**config.mk**
```make
export PLATFORM = sky130hd
export DESIGN_NAME = llsm_ctrl
export DESIGN_NICKNAME = d
export VERILOG_FILES = /design/src/rtl/llsm_pkg.sv /design/src/rtl/llsm_ctrl.sv
export SDC_FILE = /design/constraint.sdc
export NUM_CORES = 1
export LEC_CHECK = 0
export BUFFER_PORTS_ARGS = -buffer_cell sky130_fd_sc_hd__buf_2
export CAP_MARGIN = 25
export CELL_PAD_IN_SITES_DETAIL_PLACEMENT = 1
export CELL_PAD_IN_SITES_GLOBAL_PLACEMENT = 1
export CORE_AREA = 4 4 41 43
export DETAILED_ROUTE_END_ITERATION = 16
export DIE_AREA = 0 0 45 47
export GPL_TIMING_DRIVEN = 0
export PLACE_DENSITY = 0.33
export REMOVE_ABC_BUFFERS = 1
export SKIP_CTS_REPAIR_TIMING = 1
export SLEW_MARGIN = 20
export SYNTH_ARGS = -nofsm -noshare
export SYNTH_HDL_FRONTEND = slang
export SYNTH_SLANG_ARGS = --single-unit
```
**constraint.sdc**
```tcl
create_clock -name clk -period 0.95 [get_ports clk]
set_input_delay 0.095 -clock clk [delete_from_list [all_inputs] [get_ports clk]]
set_output_delay 0.095 -clock clk [all_outputs]
set_load 0.02 [all_outputs]
```
**src/rtl/llsm_pkg.sv**
```systemverilog
`default_nettype none

package llsm_pkg;

    // Controller states
    typedef enum logic [1:0] {
        ST_IDLE,
        ST_CHECK,
        ST_LINK_A,
        ST_LINK_B
    } llsm_state_t;

    // Result status codes
    typedef enum logic [1:0] {
        RES_OK,
        RES_ILLEGAL,
        RES_FULL
    } res_status_t;

    // Commands from controller to datapath
    typedef struct packed {
        logic capture;     // latch the transaction and read the slot memories
        logic link_a;      // first link update
        logic link_b;      // second link update and ok report
        logic report_err;  // report a rejected transaction
    } llsm_cmd_t;

    // Status from datapath to controller
    typedef struct packed {
        res_status_t check;
    } llsm_stat_t;

endpackage

`default_nettype wire

```
**src/rtl/llsm_ctrl.sv**
```systemverilog
`default_nettype none

module llsm_ctrl (
    input  wire logic               clk,
    input  wire logic               rst_n,
    input  wire logic               start,
    output logic                    busy,
    input  wire llsm_pkg::llsm_stat_t stat,
    output llsm_pkg::llsm_cmd_t     cmd
);
    import llsm_pkg::*;

    llsm_state_t state_reg;
    llsm_state_t state_next;

    always_ff @(posedge clk or negedge rst_n)
    begin
        if (!rst_n)
        begin
            state_reg <= ST_IDLE;
        end
        else
        begin
            state_reg <= state_next;
        end
    end

    always_comb
    begin
        state_next = state_reg;
        cmd        = '0;
        busy       = 1'b1;
        unique case (state_reg)
            ST_IDLE:
            begin
                busy        = 1'b0;
                cmd.capture = start;
                if (start)
                begin
                    state_next = ST_CHECK;
                end
            end
            ST_CHECK:
            begin
                if (stat.check != RES_OK)
                begin
                    cmd.report_err = 1'b1;
                    state_next     = ST_IDLE;
                end
                else
                begin
                    state_next = ST_LINK_A;
                end
            end
            ST_LINK_A:
            begin
                cmd.link_a = 1'b1;
                state_next = ST_LINK_B;
            end
            ST_LINK_B:
            begin
                cmd.link_b = 1'b1;
                state_next = ST_IDLE;
            end
            default:
            begin
                state_next = ST_IDLE;
            end
        endcase
    end

`ifndef SYNTHESIS
    // a check only ever follows an accepted transaction
    assert property (@(posedge clk) disable iff (!rst_n)
        (state_reg == ST_CHECK) |-> $past(start && !busy))
        else $error("check state entered without an accepted transaction");
`endif

endmodule

`default_nettype wire

```
-- Yosys cells after proc, flatten, opt, wreduce, memory -nomap -nowiden
Cells that the tools add are included.
- bits in registers: 2
- bits in latches: 0
- RAM bits: 0
- ROM bits: 0
- word-level logic and storage cells: 16
- memories: 0
- $add $sub $neg: 0
- multipliers: 0
- div/mod/pow operators: 0
- $lt $le $gt $ge: 0
- equality and inequality tests: 4
- shift-type cells: 0
- mux-type cells: 9
- bitwise operators: 0
- reductions and logical operators: 2
- operators with widths (kind ; count):
    $pmux 2 s4 ; 1
    $mux 1 ; 6
    $eq 2x2->1 const B ; 2
    $mux 2 ; 2
    $eq 2x1->1 const B ; 1
    $logic_not 2->1 ; 1
    $ne 2x2->1 const B ; 1
    $reduce_bool 2->1 ; 1

-- Longest topological paths before layout
Gate-level depths: netlist of the first run.
- depth after elaboration: 3
- depth in mapped cells: 2

-- Worst setup path before layout of the first run
OpenSTA, ideal clock, no wires.
- path type: register -> output
- start point: register state_reg[0]
- end point: output cmd[3] (netlist bit)
- data arrival time: 0.937 ns
- data required time: 0.855 ns
- path slack: -0.082 ns
- cell stages (with the launch flop): 3
- buffers on the path: 0
- cells stage by stage: dfrtp_1 -> or2_1 -> nor2_2
- RTL lines (element ; line ; RTL):
    start, declared ; llsm_ctrl.sv:13 ; llsm_state_t state_reg;
    start signal, assigned ; llsm_ctrl.sv:24 ; state_reg <= state_next;
    end, declared ; llsm_ctrl.sv:9 ; output llsm_pkg::llsm_cmd_t cmd

==> results of run 1 <==
-- power groups by stage --
| stage | combinational [mW] | clock, mW | sequential (mW) |
|---|---|---|---|
| global route | 0.344 | 0.219 | 0.161 |
| floorplan | 0.206 | 0 | 0.145 |
| CTS | 0.304 | 0.201 | 0.152 |
| finish | 0.316 | 0.186 | 0.151 |
| global placement | 0.300 | 0 | 0.155 |
| detailed placement | 0.304 | 0 | 0.153 |
-- critical path, cell delays in order (launching register included) --
cell and delay [ps]:
dfrtp_1 390, or2_1 260, nor2_2 100, buf_6 120
-- layout make-up --
type | count | area [sq um] | area share, %
tap | 15 | 18.8 | 8.77
multi-input combinational | 10 | 57.6 | 26.9
inverter | 1 | 3.75 | 1.75
clock buffer | 3 | 22.5 | 10.5
timing repair buffer | 10 | 61.3 | 28.7
sequential | 2 | 50.0 | 23.4
-- logic make-up after synthesis --
kind of cell	after synthesis
flops	2
buf+inv	1
compound gates	1
simple gates	9
-- placed cells by master (no fill, tap or decap) --
| master | count |
|---|---|
| a21o_1 | 1 |
| and2_1 | 1 |
| and2b_1 | 1 |
| buf_2 | 8 |
| buf_6 | 1 |
| clkbuf_4 | 3 |
| dfrtp_1 | 2 |
| dlygate4sd3_1 | 1 |
| inv_1 | 1 |
| nor2_1 | 3 |
| nor2_2 | 1 |
| nor2b_1 | 2 |
| or2_1 | 1 |
-- layer usage --
metal	routed length, microns	global-route usage, %
met1	113	2.73
met3	13	2.30
met2	193	5.93
met5	0	0
met4	0	8.77
-- worst max path at each step --
| stage | start | to | slack, ps | cells past startpoint |
|---|---|---|---|---|
| floorplan | state_reg[0] | cmd[3] | -80 | 2 |
| global placement | state_reg[0] | cmd[3] | -30 | 3 |
| detailed placement | state_reg[0] | cmd[3] | -30 | 3 |
| CTS | state_reg[0] | cmd[3] | -270 | 3 |
| global route | state_reg[0] | cmd[3] | -310 | 3 |
| finish | state_reg[0] | cmd[3] | -230 | 3 |
-- per-stage QoR --
step	hold slack [ps]	instance area, sq um
final	121	214
after global routing	120	214
after CTS	-359	198
after detailed placement	-118	175
after global placement	-120	175
after floorplan	-201	111
==> summary.txt, run 1 <==
Placed design
  – DP Worst Slack: -29.3 ps
  – GPL Wtd Cong: 0.551
  – Number of instances in the placed design: 37
  – IO buf count: 9
  – Dpl hpwl: 268 microns

Logic synthesis
  – Largest family of logic cells by synthesized area: simple AND/OR/NAND/NOR gates
  – Synth Area in XOR/XNOR: 0%
  – Netlist cell types: 9
  – Post-synth top area cell: dfrtp_1
  – Synth Instances: 13
  – Commonest cells in the netlist: 3 x nor2_1, 2 x dfrtp_1, 2 x nor2b_1
  – Post-synthesis adder-cell area fraction: 0%
  – Async SR Flop Fraction: 100%
  – Synth Cell Area: 111 sq um
  – Mean Syn Cell Area: 8.57 sq um
  – Post-Synth Simple-Gate Area: 44.9%
  – Most numerous cell in the Yosys netlist: nor2_1
  – Post-synth EDFFs: 0
  – Synth warn: 0
  – Register area share after synthesis: 44.9%
  – Most used DFF post-synth: dfrtp_1
  – Share of the synthesized area in the top cell type: 44.9%
  – #FFs+latches synth: 2
  – Top post-synthesis cells by area: dfrtp_1 45%, nor2b_1 11%, nor2_1 10%
  – Mux cell area share after synthesis: 0%
  – Synth Area in Compound Gates: 6.74%

Timing
  – Final setup margin: -230 ps
  – Crit path time final: 1180 ps
  – Final Hold Viols: 0
  – Unrepaired setup endpoints after global routing: true
  – Clock Skew: 0.113 ps
  – Worst slew pin tran: 147 ps
  – Max Clk Rate: 0.848 GHz
  – Final Setup Violations: 5
  – Setup TNS: -792 ps
  – Fin. max-slew vios: 0
  – Slew HR: 90.2%
  – Crit share post-route: 124%

Run status
  – Status: finished, violations left
  – Failing checks: negative setup slack

Route
  – Initial DRC Count: 2
  – WL final: 320 microns
  – Number of nets with antenna violations after routing: 0
  – Drt drc: 0
  – Vias per inst: 2.95
  – Pre-antenna DRT Iters: 2
  – DR vias: 121
  – DR WL/cell: 7.80 microns

Worst hold path
  – WHS Endpoint: state_reg[0]
  – WHS Path Cells: 3
  – Hold Startpoint: start
  – Class of the worst hold path: input pin to flop

Global routing
  – First-pass GRT wire length: 503 microns
  – Total grt overflow: 0
  – Initial antenna violation count: 0
  – Total GRT Usage: 4.27%
  – Largest net degree at the start of global routing: 6
  – Vias in the first global route: 139

Floorplan
  – Die height: 47 microns
  – Initial Utilization: 8.56%
  – Io pins: 10
  – Die ar.: 0.00212 sq mm
  – Core Area: 0.00130 sq mm
  – # rows: 13
  – Chip width: 45 microns

Clocking
  – CTS tree: built
  – TritonCTS Sinks: 2
  – CTS buffer count: 3
  – Number of H-tree levels: 1
  – Clk pin slew, worst setup/hold paths: 30 ps
  – Insertion delay to the later sink of the worst-skew pair: 220 ps
  – CTS root buf: clkbuf_4
  – CTS Buffer Depth: 2

Power
  – Comb pwr share: 48.5%
  – LEAKAGE: 0.124 nW
  – Sequential Power Share: 23.1%
  – Cell Int Power: 0.393 mW
  – Pwr Total: 0.652 mW
  – Net Sw Power: 0.260 mW
  – Worst vdd ir: 0.779 mV
  – Pwr dens: 3050 mW/mm^2
  – Clock Power Share: 28.5%
  – Sw frac: 39.8%

Critical path
  – Worst Setup Path Type: flop to primary output
  – CP required: 850 ps
  – Startpoint types: flop
  – Depth of the worst register-to-register path: 2
  – Reg2Reg Setup Slack: 120 ps
  – CP Capture Type: primary output
  – Critical R2R Launch: state_reg[0]
  – CP Data Arrival Time: 1080 ps
  – CP max FO: 5

Layout
  – Area growth from synthesis to layout: 92.1%
  – Number of fill cells in the layout: 162
  – Fin nets: 33
  – N_diodes: 0
  – Share of cells above drive strength 1: 50.0%
  – Utilization after layout: 16.4%
  – Finished Layout Cells: 41

Run
  – Maxcap violations: 0
Note: power is estimated with default switching activity, not from simulation.
==> run 2, diff against run 1 <==
--- a/config.mk
+++ b/config.mk
@@ -5,15 +5,15 @@
 export SDC_FILE = /design/constraint.sdc
 export NUM_CORES = 1
 export LEC_CHECK = 0
-export BUFFER_PORTS_ARGS = -buffer_cell sky130_fd_sc_hd__buf_2
 export CAP_MARGIN = 25
 export CELL_PAD_IN_SITES_DETAIL_PLACEMENT = 1
 export CELL_PAD_IN_SITES_GLOBAL_PLACEMENT = 1
 export CORE_AREA = 4 4 41 43
 export DETAILED_ROUTE_END_ITERATION = 16
 export DIE_AREA = 0 0 45 47
+export DONT_BUFFER_PORTS = 1
 export GPL_TIMING_DRIVEN = 0
-export PLACE_DENSITY = 0.33
+export PLACE_DENSITY = 0.3
 export REMOVE_ABC_BUFFERS = 1
 export SKIP_CTS_REPAIR_TIMING = 1
 export SLEW_MARGIN = 20
==> summary.txt, run 2 (synthesis gave the netlist of run 1 again) <==
Layout
  – Utilization after layout: 14.4%
  – Finished Layout Cells: 34
  – Final Cell Area: 188 sq um
  – Share of cells above drive strength 1: 47.4%
  – Area growth from synthesis to layout: 68.5%
  – N_diodes: 0
  – Commonest non-fill, non-tap cells in the layout: 3 x nor2_1, 3 x clkbuf_4, 2 x nor2b_1, 2 x dfrtp_1, 2 x buf_4
  – Fin nets: 26

Global routing
  – First-pass GRT wire length: 462 microns
  – Vias in the first global route: 111
  – Total grt overflow: 0
  – Initial antenna violation count: 0
  – Total GRT Usage: 4.11%
  – Largest net degree at the start of global routing: 6

Clocking
  – Insertion delay to the later sink of the worst-skew pair: 220 ps
  – Clk pin slew, worst setup/hold paths: 30 ps
  – CTS tree: built
  – CTS Buffer Depth: 2
  – CTS buffer count: 3
  – TritonCTS Sinks: 2
  – Number of H-tree levels: 1
  – CTS root buf: clkbuf_4

Run status
  – Status: finished, violations left
  – Failing checks: negative setup slack

Timing
  – Clock Skew: 0.962 ps
  – Unrepaired setup endpoints after global routing: true
  – Fin. max-slew vios: 0
  – Crit path time final: 1180 ps
  – Final Hold Viols: 0
  – Slew HR: 69.3%
  – Max Clk Rate: 0.848 GHz
  – Worst slew pin tran: 460 ps
  – Crit share post-route: 124%
  – Final Setup Violations: 6
  – Final setup margin: -229 ps

Critical path
  – CP max FO: 5
  – CP Capture Type: primary output
  – Worst Setup Path Type: flop to primary output
  – Startpoint types: flop
  – CP required: 850 ps
  – CP Data Arrival Time: 1080 ps

Route
  – WL final: 316 microns
  – DR WL/cell: 9.29 microns
  – Vias per inst: 3.15
  – Pre-antenna DRT Iters: 1
  – Number of nets with antenna violations after routing: 0
  – DR vias: 107
  – Initial DRC Count: 0
  – Drt drc: 0

Floorplan
  – Chip width: 45 microns
  – Initial Utilization: 8.56%
  – # rows: 13
  – Die height: 47 microns
  – Io pins: 10
  – Core Area: 0.00130 sq mm
  – Die ar.: 0.00212 sq mm

Power
  – LEAKAGE: 0.0955 nW
  – Worst vdd ir: 0.636 mV
  – Pwr Total: 0.655 mW
  – Pwr dens: 3490 mW/mm^2

Placed design
  – DP Worst Slack: -134 ps
  – IO buf count: 0
  – DP Area: 130 sq um
  – Number of instances in the placed design: 28
  – GPL Wtd Cong: 0.529

Worst hold path
  – Class of the worst hold path: input pin to flop

Run
  – Maxcap violations: 0
-- run 2: changes by cell type in the layout (fill, tap and decap cells not counted), sizes merged --
cell,before,now
buf,9,2
-- run 2: metrics by stage --
step | setup TNS [ps] | hold slack (ps)
after global routing | -1130 | 37.1
final | -708 | 8.27
after CTS | -1010 | -443
after global placement | -210 | -201
after detailed placement | -207 | -201
after floorplan | -82.2 | -201
-- run 2: worst max-delay path: stages (launching register included) --
cell,delay (ps)
dfrtp_1,400
or2_4,310
nor2_4,150
-- run 2: per-layer routing --
layer | global-route usage [%] | share of wire (%) | vias to the layer above
li1 | - | - | 51
met1 | 2.27 | 27 | 47
met2 | 4.52 | 51 | 7
met3 | 4.21 | 17 | 2
met4 | 8.77 | 5.4 | 0
met5 | 0 | 0 | -
-- run 2: area by class of cell --
type / count / area, sq um
multi-input combinational: 10 / 67.6
sequential: 2 / 50.0
clock buffer: 3 / 22.5
fill: 167 / 1110
timing repair buffer: 3 / 25.0
inverter: 1 / 3.75
tap: 15 / 18.8
-- run 2: power by group --
| group | switching [mW] | internal [mW] |
|---|---|---|
| logic | 0.180 | 0.132 |
| clock network | 0.0482 | 0.139 |
| registers | 0.0364 | 0.119 |
-- run 2: worst paths after layout --
check,start,slack (ps),cells after the start,to
worst max-delay path,state_reg[0],-230,2,cmd[3]
worst min-delay path,start,8,2,state_reg[0]
worst max register to register,flop,-50,2,flop
worst min register to register,state_reg[0],580,2,state_reg[0]
max in group asynchronous,rst_n,720,1,asynchronous set/reset pin
min in group asynchronous,rst_n,100,1,state_reg[0]
